**src/bank_switched_memory_decoder_defines.svh**
```systemverilog
// ----------------------------------------------------------------------------
// Bank-switched memory decoder: assertion macros
// Shared property forms for the checks at the end of the top RTL module.
// ----------------------------------------------------------------------------
`ifndef BANK_SWITCHED_MEMORY_DECODER_DEFINES_SVH
`define BANK_SWITCHED_MEMORY_DECODER_DEFINES_SVH

// Same-cycle implication, checked out of reset.
`define BSMD_ASSERT_IMP(label, ante, cons) \
    label: assert property (@(posedge i_clk) disable iff (!i_rst_n) \
        (ante) |-> (cons)) else $error("bsmd check failed");

// Next-cycle implication, checked out of reset.
`define BSMD_ASSERT_NXT(label, ante, cons) \
    label: assert property (@(posedge i_clk) disable iff (!i_rst_n) \
        (ante) |=> (cons)) else $error("bsmd check failed");

`endif

```
**src/bsmd_pkg.sv**
```systemverilog
// ----------------------------------------------------------------------------
// bsmd_pkg
// Types, region codes, register indexes and soft-switch addresses.
// ----------------------------------------------------------------------------
package bsmd_pkg;

    localparam int CFG_IDX_W = 3;

    // config register indexes
    localparam logic [CFG_IDX_W-1:0] CFG_AUX_ZERO_PAGE = 3'd0;
    localparam logic [CFG_IDX_W-1:0] CFG_AUX_READ      = 3'd1;
    localparam logic [CFG_IDX_W-1:0] CFG_AUX_WRITE     = 3'd2;
    localparam logic [CFG_IDX_W-1:0] CFG_BANK_RAM_READ = 3'd3;
    localparam logic [CFG_IDX_W-1:0] CFG_BANK2_SELECT  = 3'd4;

    // target regions
    localparam logic [2:0] RGN_MAIN   = 3'd0;
    localparam logic [2:0] RGN_AUX    = 3'd1;
    localparam logic [2:0] RGN_ROM    = 3'd2;
    localparam logic [2:0] RGN_SLOT   = 3'd3;
    localparam logic [2:0] RGN_BANK1  = 3'd4;
    localparam logic [2:0] RGN_BANK2  = 3'd5;
    localparam logic [2:0] RGN_SWITCH = 3'd6;

    localparam logic REQ_WRITE = 1'b1;

    // soft-switch write addresses (low bit is the new flag value)
    localparam logic [15:0] SW_STORE80_OFF = 16'hC000;
    localparam logic [15:0] SW_STORE80_ON  = 16'hC001;
    localparam logic [15:0] SW_COL80_OFF   = 16'hC00C;
    localparam logic [15:0] SW_COL80_ON    = 16'hC00D;
    localparam logic [15:0] SW_ALTCH_OFF   = 16'hC00E;
    localparam logic [15:0] SW_ALTCH_ON    = 16'hC00F;
    localparam logic [15:0] SW_TEXT_OFF    = 16'hC050;
    localparam logic [15:0] SW_TEXT_ON     = 16'hC051;
    localparam logic [15:0] SW_MIXED_OFF   = 16'hC052;
    localparam logic [15:0] SW_MIXED_ON    = 16'hC053;
    localparam logic [15:0] SW_PAGE2_OFF   = 16'hC054;
    localparam logic [15:0] SW_PAGE2_ON    = 16'hC055;
    localparam logic [15:0] SW_HIRES_OFF   = 16'hC056;
    localparam logic [15:0] SW_HIRES_ON    = 16'hC057;

    // soft-switch status reads
    localparam logic [15:0] RD_VBLANK = 16'hC019;
    localparam logic [15:0] RD_TEXT   = 16'hC01A;
    localparam logic [15:0] RD_MIXED  = 16'hC01B;
    localparam logic [15:0] RD_ALTCH  = 16'hC01E;

    localparam logic [7:0] STATUS_BIT = 8'h80;

    typedef struct packed {
        logic        req_type;
        logic [15:0] address;
        logic [7:0]  write_data;
        logic [7:0]  vblank_status;
    } t_item;

    typedef struct packed {
        logic aux_zero_page;
        logic aux_read;
        logic aux_write;
        logic bank_ram_read;
        logic bank2_select;
    } t_cfg;

    typedef struct packed {
        logic store80;
        logic text_mode;
        logic mixed_mode;
        logic page2;
        logic hires;
        logic col80;
        logic altchar;
    } t_flags;

    typedef struct packed {
        logic [2:0] region;
        logic [7:0] mem_wdata;
        logic [7:0] sw_rdata;
    } t_result;

endpackage

```
**src/bank_switched_memory_decoder.sv**
```systemverilog
// Path: an accepted item is held in the input register, then in the result register that drives the outputs.
// Throughput: one item per cycle while i_stall is low; the decode is a single pass between the registers.
// Display flags update in the cycle an item moves from the input to the result register.
// Reset (synchronous, active low) clears both valid bits, all config registers and the state flags.
// ----------------------------------------------------------------------------
// bank_switched_memory_decoder
// Bus access decoder with config switches and display soft-switch flags.
// ----------------------------------------------------------------------------
`include "bank_switched_memory_decoder_defines.svh"

module bank_switched_memory_decoder (
    input  logic        i_clk,
    input  logic        i_rst_n,
    input  logic        i_valid,
    output logic        o_stall,
    input  logic        i_req_type,
    input  logic [15:0] i_address,
    input  logic [7:0]  i_write_data,
    input  logic [7:0]  i_vblank_status,
    output logic        o_valid,
    input  logic        i_stall,
    output logic [2:0]  o_target_region,
    output logic [7:0]  o_mem_write_data,
    output logic [7:0]  o_switch_read_data,
    output logic        o_store80_flag,
    output logic        o_text_flag,
    output logic        o_mixed_flag,
    output logic        o_page2_flag,
    output logic        o_hires_flag,
    output logic        o_col80_flag,
    output logic        o_altchar_flag,
    input  logic        i_cfg_we,
    input  logic [bsmd_pkg::CFG_IDX_W-1:0] i_cfg_index,
    input  logic        i_cfg_wdata
);
    import bsmd_pkg::*;

    logic    r_in_vld;
    logic    n_in_vld;
    t_item   r_in;
    logic    r_out_vld;
    logic    n_out_vld;
    t_result r_res;
    t_flags  r_out_flags;

    logic    w_out_rdy;
    logic    w_fire;
    logic    w_in_acc;
    t_cfg    w_cfg;
    t_flags  w_flags;
    t_flags  w_flags_nxt;
    t_result w_res;

    assign w_out_rdy = !r_out_vld || !i_stall;
    assign w_fire    = r_in_vld && w_out_rdy;
    assign o_stall   = r_in_vld && !w_out_rdy;
    assign w_in_acc  = i_valid && !o_stall;

    assign n_in_vld  = w_in_acc || (r_in_vld && !w_fire);
    assign n_out_vld = w_fire || (r_out_vld && i_stall);

    bsmd_state u_state (
        .i_clk       (i_clk),
        .i_rst_n     (i_rst_n),
        .i_cfg_we    (i_cfg_we),
        .i_cfg_index (i_cfg_index),
        .i_cfg_wdata (i_cfg_wdata),
        .i_update    (w_fire),
        .i_flags_nxt (w_flags_nxt),
        .o_cfg       (w_cfg),
        .o_flags     (w_flags)
    );

    bsmd_decode u_decode (
        .i_item      (r_in),
        .i_cfg       (w_cfg),
        .i_flags     (w_flags),
        .o_result    (w_res),
        .o_flags_nxt (w_flags_nxt)
    );

    always_ff @(posedge i_clk) begin
        if (!i_rst_n) begin
            r_in_vld  <= 1'b0;
            r_out_vld <= 1'b0;
        end else begin
            r_in_vld  <= n_in_vld;
            r_out_vld <= n_out_vld;
        end
    end

    always_ff @(posedge i_clk) begin
        if (w_in_acc) begin
            r_in.req_type      <= i_req_type;
            r_in.address       <= i_address;
            r_in.write_data    <= i_write_data;
            r_in.vblank_status <= i_vblank_status;
        end
        if (w_fire) begin
            r_res       <= w_res;
            r_out_flags <= w_flags_nxt;
        end
    end

    assign o_valid            = r_out_vld;
    assign o_target_region    = r_res.region;
    assign o_mem_write_data   = r_res.mem_wdata;
    assign o_switch_read_data = r_res.sw_rdata;
    assign o_store80_flag     = r_out_flags.store80;
    assign o_text_flag        = r_out_flags.text_mode;
    assign o_mixed_flag       = r_out_flags.mixed_mode;
    assign o_page2_flag       = r_out_flags.page2;
    assign o_hires_flag       = r_out_flags.hires;
    assign o_col80_flag       = r_out_flags.col80;
    assign o_altchar_flag     = r_out_flags.altchar;

    // flags only move when an item passes through the decode
    `BSMD_ASSERT_NXT(a_flags_hold, !w_fire, $stable(w_flags))
    // backpressure only when an item is held at the input register
    `BSMD_ASSERT_IMP(a_stall_has_item, o_stall, r_in_vld)
    // soft-switch accesses never forward a byte to memory
    `BSMD_ASSERT_IMP(a_sw_no_wdata, o_valid && (o_target_region == RGN_SWITCH),
        o_mem_write_data == 8'h00)
    // a nonzero read value only comes from the soft-switch page
    `BSMD_ASSERT_IMP(a_rdata_sw_only, o_valid && (o_switch_read_data != 8'h00),
        o_target_region == RGN_SWITCH)

endmodule

```
**src/bsmd_state.sv**
```systemverilog
// ----------------------------------------------------------------------------
// bsmd_state
// Configuration registers and the seven display soft-switch flags.
// ----------------------------------------------------------------------------
module bsmd_state (
    input  logic                        i_clk,
    input  logic                        i_rst_n,
    input  logic                        i_cfg_we,
    input  logic [bsmd_pkg::CFG_IDX_W-1:0] i_cfg_index,
    input  logic                        i_cfg_wdata,
    input  logic                        i_update,
    input  bsmd_pkg::t_flags            i_flags_nxt,
    output bsmd_pkg::t_cfg              o_cfg,
    output bsmd_pkg::t_flags            o_flags
);
    import bsmd_pkg::*;

    t_cfg   r_cfg;
    t_cfg   n_cfg;
    t_flags r_flags;

    always_comb begin
        n_cfg = r_cfg;
        if (i_cfg_we) begin
            case (i_cfg_index)
                CFG_AUX_ZERO_PAGE: n_cfg.aux_zero_page = i_cfg_wdata;
                CFG_AUX_READ:      n_cfg.aux_read      = i_cfg_wdata;
                CFG_AUX_WRITE:     n_cfg.aux_write     = i_cfg_wdata;
                CFG_BANK_RAM_READ: n_cfg.bank_ram_read = i_cfg_wdata;
                CFG_BANK2_SELECT:  n_cfg.bank2_select  = i_cfg_wdata;
                default:           n_cfg = r_cfg;
            endcase
        end
    end

    always_ff @(posedge i_clk) begin
        if (!i_rst_n) begin
            r_cfg   <= '0;
            r_flags <= '0;
        end else begin
            r_cfg <= n_cfg;
            if (i_update) begin
                r_flags <= i_flags_nxt;
            end
        end
    end

    assign o_cfg   = r_cfg;
    assign o_flags = r_flags;

endmodule

```
**src/bsmd_decode.sv**
```systemverilog
// ----------------------------------------------------------------------------
// bsmd_decode
// Page decode to a region, soft-switch read mux and flag next-state.
// ----------------------------------------------------------------------------
module bsmd_decode (
    input  bsmd_pkg::t_item   i_item,
    input  bsmd_pkg::t_cfg    i_cfg,
    input  bsmd_pkg::t_flags  i_flags,
    output bsmd_pkg::t_result o_result,
    output bsmd_pkg::t_flags  o_flags_nxt
);
    import bsmd_pkg::*;

    logic [7:0] w_page;
    logic       w_wr;
    logic       w_aux_sel;
    logic       w_is_sw;
    logic [2:0] w_region;
    logic [7:0] w_rd;
    t_flags     w_flags;

    assign w_page    = i_item.address[15:8];
    assign w_wr      = (i_item.req_type == REQ_WRITE);
    assign w_aux_sel = w_wr ? i_cfg.aux_write : i_cfg.aux_read;

    always_comb begin
        if (w_page[7:1] == 7'h00) begin
            w_region = i_cfg.aux_zero_page ? RGN_AUX : RGN_MAIN;
        end else if (w_page[7:2] == 6'h01) begin
            // display pages also follow 80-store with page 2
            w_region = (w_aux_sel || (i_flags.store80 && i_flags.page2)) ? RGN_AUX
                                                                       : RGN_MAIN;
        end else if (w_page == 8'hC0) begin
            w_region = RGN_SWITCH;
        end else if (w_page[7:4] == 4'hC) begin
            w_region = RGN_SLOT;
        end else if (w_page[7:4] == 4'hD) begin
            if (i_cfg.bank_ram_read) begin
                w_region = i_cfg.bank2_select ? RGN_BANK2 : RGN_BANK1;
            end else begin
                w_region = RGN_ROM;
            end
        end else begin
            w_region = w_aux_sel ? RGN_AUX : RGN_MAIN;
        end
    end

    assign w_is_sw = (w_region == RGN_SWITCH);

    always_comb begin
        case (i_item.address)
            RD_VBLANK: w_rd = i_item.vblank_status;
            RD_TEXT:   w_rd = i_flags.text_mode ? STATUS_BIT : 8'h00;
            RD_MIXED:  w_rd = i_flags.mixed_mode ? STATUS_BIT : 8'h00;
            RD_ALTCH:  w_rd = i_flags.altchar ? STATUS_BIT : 8'h00;
            default:   w_rd = 8'h00;
        endcase
    end

    always_comb begin
        w_flags = i_flags;
        if (w_wr) begin
            case (i_item.address)
                SW_STORE80_OFF, SW_STORE80_ON: w_flags.store80    = i_item.address[0];
                SW_COL80_OFF, SW_COL80_ON:     w_flags.col80      = i_item.address[0];
                SW_ALTCH_OFF, SW_ALTCH_ON:     w_flags.altchar    = i_item.address[0];
                SW_TEXT_OFF, SW_TEXT_ON:       w_flags.text_mode  = i_item.address[0];
                SW_MIXED_OFF, SW_MIXED_ON:     w_flags.mixed_mode = i_item.address[0];
                SW_PAGE2_OFF, SW_PAGE2_ON:     w_flags.page2      = i_item.address[0];
                SW_HIRES_OFF, SW_HIRES_ON:     w_flags.hires      = i_item.address[0];
                default:                       w_flags = i_flags;
            endcase
        end
    end

    assign o_result.region    = w_region;
    assign o_result.mem_wdata = (w_wr && !w_is_sw) ? i_item.write_data : 8'h00;
    assign o_result.sw_rdata  = (!w_wr && w_is_sw) ? w_rd : 8'h00;
    assign o_flags_nxt        = w_flags;

endmodule

```
**config.mk**
```make
export PLATFORM = sky130hd
export DESIGN_NAME = bank_switched_memory_decoder
export DESIGN_NICKNAME = d
export VERILOG_FILES = /design/src/bsmd_pkg.sv /design/src/bank_switched_memory_decoder.sv /design/src/bsmd_state.sv /design/src/bsmd_decode.sv
export VERILOG_INCLUDE_DIRS = /design/src /design/src/src
export SDC_FILE = /design/constraint.sdc
export NUM_CORES = 1
export LEC_CHECK = 0
export BUFFER_PORTS_ARGS = -buffer_cell sky130_fd_sc_hd__buf_2
export CAP_MARGIN = 20
export CORE_ASPECT_RATIO = 1.4
export CORE_UTILIZATION = 47
export DETAILED_ROUTE_END_ITERATION = 10
export PLACE_DENSITY = 0.78
export SETUP_SLACK_MARGIN = 0.4
export SYNTH_ARGS = -nofsm -noshare
export SYNTH_HDL_FRONTEND = slang
export SYNTH_SLANG_ARGS = --single-unit
```
**constraint.sdc**
```tcl
create_clock -name i_clk -period 2.2 [get_ports i_clk]
set_input_delay 0.11 -clock i_clk [delete_from_list [all_inputs] [get_ports i_clk]]
set_output_delay 0.11 -clock i_clk [all_outputs]
set_load 0.05 [all_outputs]
```
==> impl_metrics.py <==
metrics = {
    "status": {
        "status": "complete, no violations",
    },
    "setup_path": {
        "cp.required_ns": 2.29,
        "reg2reg_slack_ns": 0.41,
        "rr_startpoint": "r_in[25]$_DFFE_PP_",
        "cp_max_fo": 7,
        "rr_endpoint": "o_hires_flag$_DFFE_PP_",
        "arrival_ns": 1.88,
        "startpoint_type": "flop",
        "critPathKind": "reg -> reg",
        "endpoint_kind": "flop",
        "r2r_cells": 5,
    },
    "min_path": {
        "min_to": "o_valid$_SDFF_PN0_",
        "hold_depth": 3,
        "min_path_type": "in -> reg",
        "hold_path.startpoint": "i_stall",
    },
    "layout": {
        "final_nets": 359,
        "design_area_um2": 4120,
        "register_area_um2": 2050,
        "final.fill_count": 404,
        "multi_input_area_um2": 926,
        "area_growth_pct": 42.8,
        "final_util": 0.698,
        "final-instance-count-excl-fill": 392,
        "layout-drive-gt1-share": 0.385,
        "n_antenna_cell": 0,
    },
    "detailed_routing": {
        "vias": 2074,
        "drt-initial-drc-count": 128,
        "wl_per_cell_um": 15.0,
        "final_antenna_net_count": 0,
        "drc": 0,
        "drt_pass1_iterations": 4,
        "via_per_inst": 5.29,
        "wl_mm": 5.89,
    },
    "sta": {
        "fin_worst_skew_ns": 0.0101,
        "rsz0062_at_grt": "yes",
        "setup_violations": 0,
        "relSlewSlack": 0.482,
        "hold_violations": 0,
        "min_period_over_period": 0.814,
        "tightest_slew_ns": 0.770,
        "layout_min_cycle_time_ns": 1.79,
        "final_max_slew_viol_count": 0,
        "max_clock_freq_mhz": 558,
        "setup_tns_ns": 0,
    },
    "cts": {
        "htreeDepth": 3,
        "numCtsBuffers": 9,
        "cts.clk_slew.worst_paths_ns": 0.07,
        "root_buffer": "clkbuf_8",
        "cts.sinks": 73,
        "clk_latency_ns": 0.34,
        "cts_tree": "built",
        "cts_buffer_depth": 2,
    },
    "yosys": {
        "ys_types": 40,
        "synthTopCellsByCount": "59 x edfxtp_1, 16 x and2_1, 14 x dfxtp_1, 14 x nor2_1, 9 x nor2b_1",
        "ys.flop_type": "edfxtp_1",
        "synthTopCellsByArea": "edfxtp_1 61%, dfxtp_1 9.7%, and2_1 3.5%, mux2_2 3.1%, mux2i_1 2.1%",
        "synth.top_cell.area_share": 0.614,
        "yosysWarnings": 0,
        "yosysSeqAreaShare": 0.711,
        "syn-cell-area_um2": 2890,
        "syn_inst": 191,
        "yosys_register_bits": 73,
        "synth_nets": 233,
        "synth-async-reset-ratio": 0,
        "yosys.area.top_type": "edfxtp_1",
        "yosysMostFrequentCell": "edfxtp_1",
        "syn-mean-instance-area_um2": 15.1,
        "synth-edff-count": 59,
    },
    "flow_run": {
        "maxCapViolCount": 0,
    },
    "grt": {
        "grt.overflow.total": 0,
        "first_global_vias": 1911,
        "grt.total_usage": 0.192,
        "grt_max_degree": 34,
        "antenna_found_initial": 0,
        "grt_pass1_wl_mm": 8.89,
    },
    "die": {
        "fp.dieW_um": 68.2,
        "dieArea_um2": 6460,
        "core_region_area_um2": 5900,
        "num_rows": 33,
        "io_pins": 70,
        "initial_core_util": 0.489,
        "die_h_um": 94.7,
    },
    "placed_design": {
        "gp_congestion": 0.866,
        "dp_cells": 330,
        "dp_hpwl_mm": 3.53,
        "dpl_cell_area_um2": 3350,
        "portBuffers": 69,
    },
    "pwr": {
        "power_density_nw_per_um2": 762,
        "seqPwrFrac": 0.508,
        "peakVddDrop_mv": 0.800,
        "leakage_nw": 1.57,
        "power.total_mw": 3.14,
        "comb_power_share": 0.098,
        "p_clk_frac": 0.394,
        "switching_power_uw": 700,
        "internal_power_mw": 2.44,
        "sw_frac_of_total": 0.223,
    },
}
-- final cells by class --
class,count,share of cell area
tap,70,0.0212
inverter,2,0.00273
sequential,73,0.498
clock inverter,6,0.0282
clock buffer,10,0.0310
multi-input combinational,113,0.225
timing repair buffer,118,0.195
-- kinds of logic after synthesis --
group,synth area share
muxes,0.0520
AOI/OAI and AO/OA,0.0728
buffers and inverters,0.00650
and+or+nand+nor,0.158
DFF,0.711
-- registers in the layout, summed over array words and instances, names as in the netlist --
signal and flops:
r_in 33, o_text_flag 1, o_page2_flag 1, o_valid 1
o_store80_flag 1, o_switch_read_data 8, u_state.o_flags 7, o_col80_flag 1
u_state.o_cfg 5, o_target_region 3, o_hires_flag 1, r_in_vld 1
o_mem_write_data 8, o_altchar_flag 1, o_mixed_flag 1
-- power by group through the flow --
stage	Sequential [mW]	Combinational [mW]	Clock [mW]
final	1.60	0.307	1.24
after global routing	1.60	0.328	1.31
after CTS	1.59	0.290	1.25
after detailed placement	1.62	0.237	0
after global placement	1.62	0.234	0
after floorplan	1.70	0.0689	0
-- how the worst max path moves through the flow --
stage / from / endpoint / slack [ns] / cells after the start
2_1_floorplan: r_in[24]$_DFFE_PP_ / o_mixed_flag$_DFFE_PP_ / 0.43 / 4
3_3_place_gp: r_in[24]$_DFFE_PP_ / o_mixed_flag$_DFFE_PP_ / 0.31 / 4
3_5_place_dp: r_in[25]$_DFFE_PP_ / o_page2_flag$_DFFE_PP_ / 0.27 / 4
4_1_cts: r_in[25]$_DFFE_PP_ / o_altchar_flag$_DFFE_PP_ / 0.37 / 5
5_1_grt: r_in[19]$_DFFE_PP_ / o_text_flag$_DFFE_PP_ / 0.34 / 4
6_report: r_in[25]$_DFFE_PP_ / o_hires_flag$_DFFE_PP_ / 0.41 / 5
-- what timing repair did --
action,4_1_cts,5_1_grt
resized for setup,2,20
cloned,0,0
setup buffers,3,9
endpoints found under the hold margin,34,0
setup endpoints to repair,16,9
hold buffers,34,0
pin swaps,1,8
-- critical path, cell delays in order (launching register included) --
cell and delay (ns):
edfxtp_1 0.44, nor4_4 0.30, buf_6 0.18, nand4_4 0.16, nor2_4 0.16, mux2_4 0.30
-- per-layer routing --
metal / vias up / part of all wire / track usage
li1: 999 / - / -
met2: 62 / 0.55 / 0.324
met5: - / 0 / 0
met4: 0 / 0.024 / 0.0833
met3: 15 / 0.039 / 0.0568
met1: 998 / 0.39 / 0.218
-- per-stage QoR --
step / worst slack [ns] / hold WS [ns]
CTS: 0.371 / 0.0505
finish: 0.409 / 0.0627
global route: 0.340 / 0.0591
global placement: 0.312 / 0.287
detailed placement: 0.267 / 0.288
floorplan: 0.433 / 0.209
-- cell usage in the layout (no fill, tap or decap), types with 3 or more instances in the layout --
cell,synthesis,final
buf_2,0,69
edfxtp_1,59,59
dlygate4sd3_1,0,34
and2_1,16,16
dfxtp_1,14,14
buf_4,0,14
clkbuf_8,0,9
nor2b_1,9,8
nor2_1,14,8
nand2_1,7,7
mux2i_1,6,6
mux2_2,8,4
nor2_2,0,4
mux2_4,0,4
a21oi_1,4,4
o311ai_1,3,4
o41ai_1,5,4
nand4_4,0,3
a21boi_0,3,3
bufinv_16,0,3
clkinv_4,0,3
(Power assumes the default switching activity.)
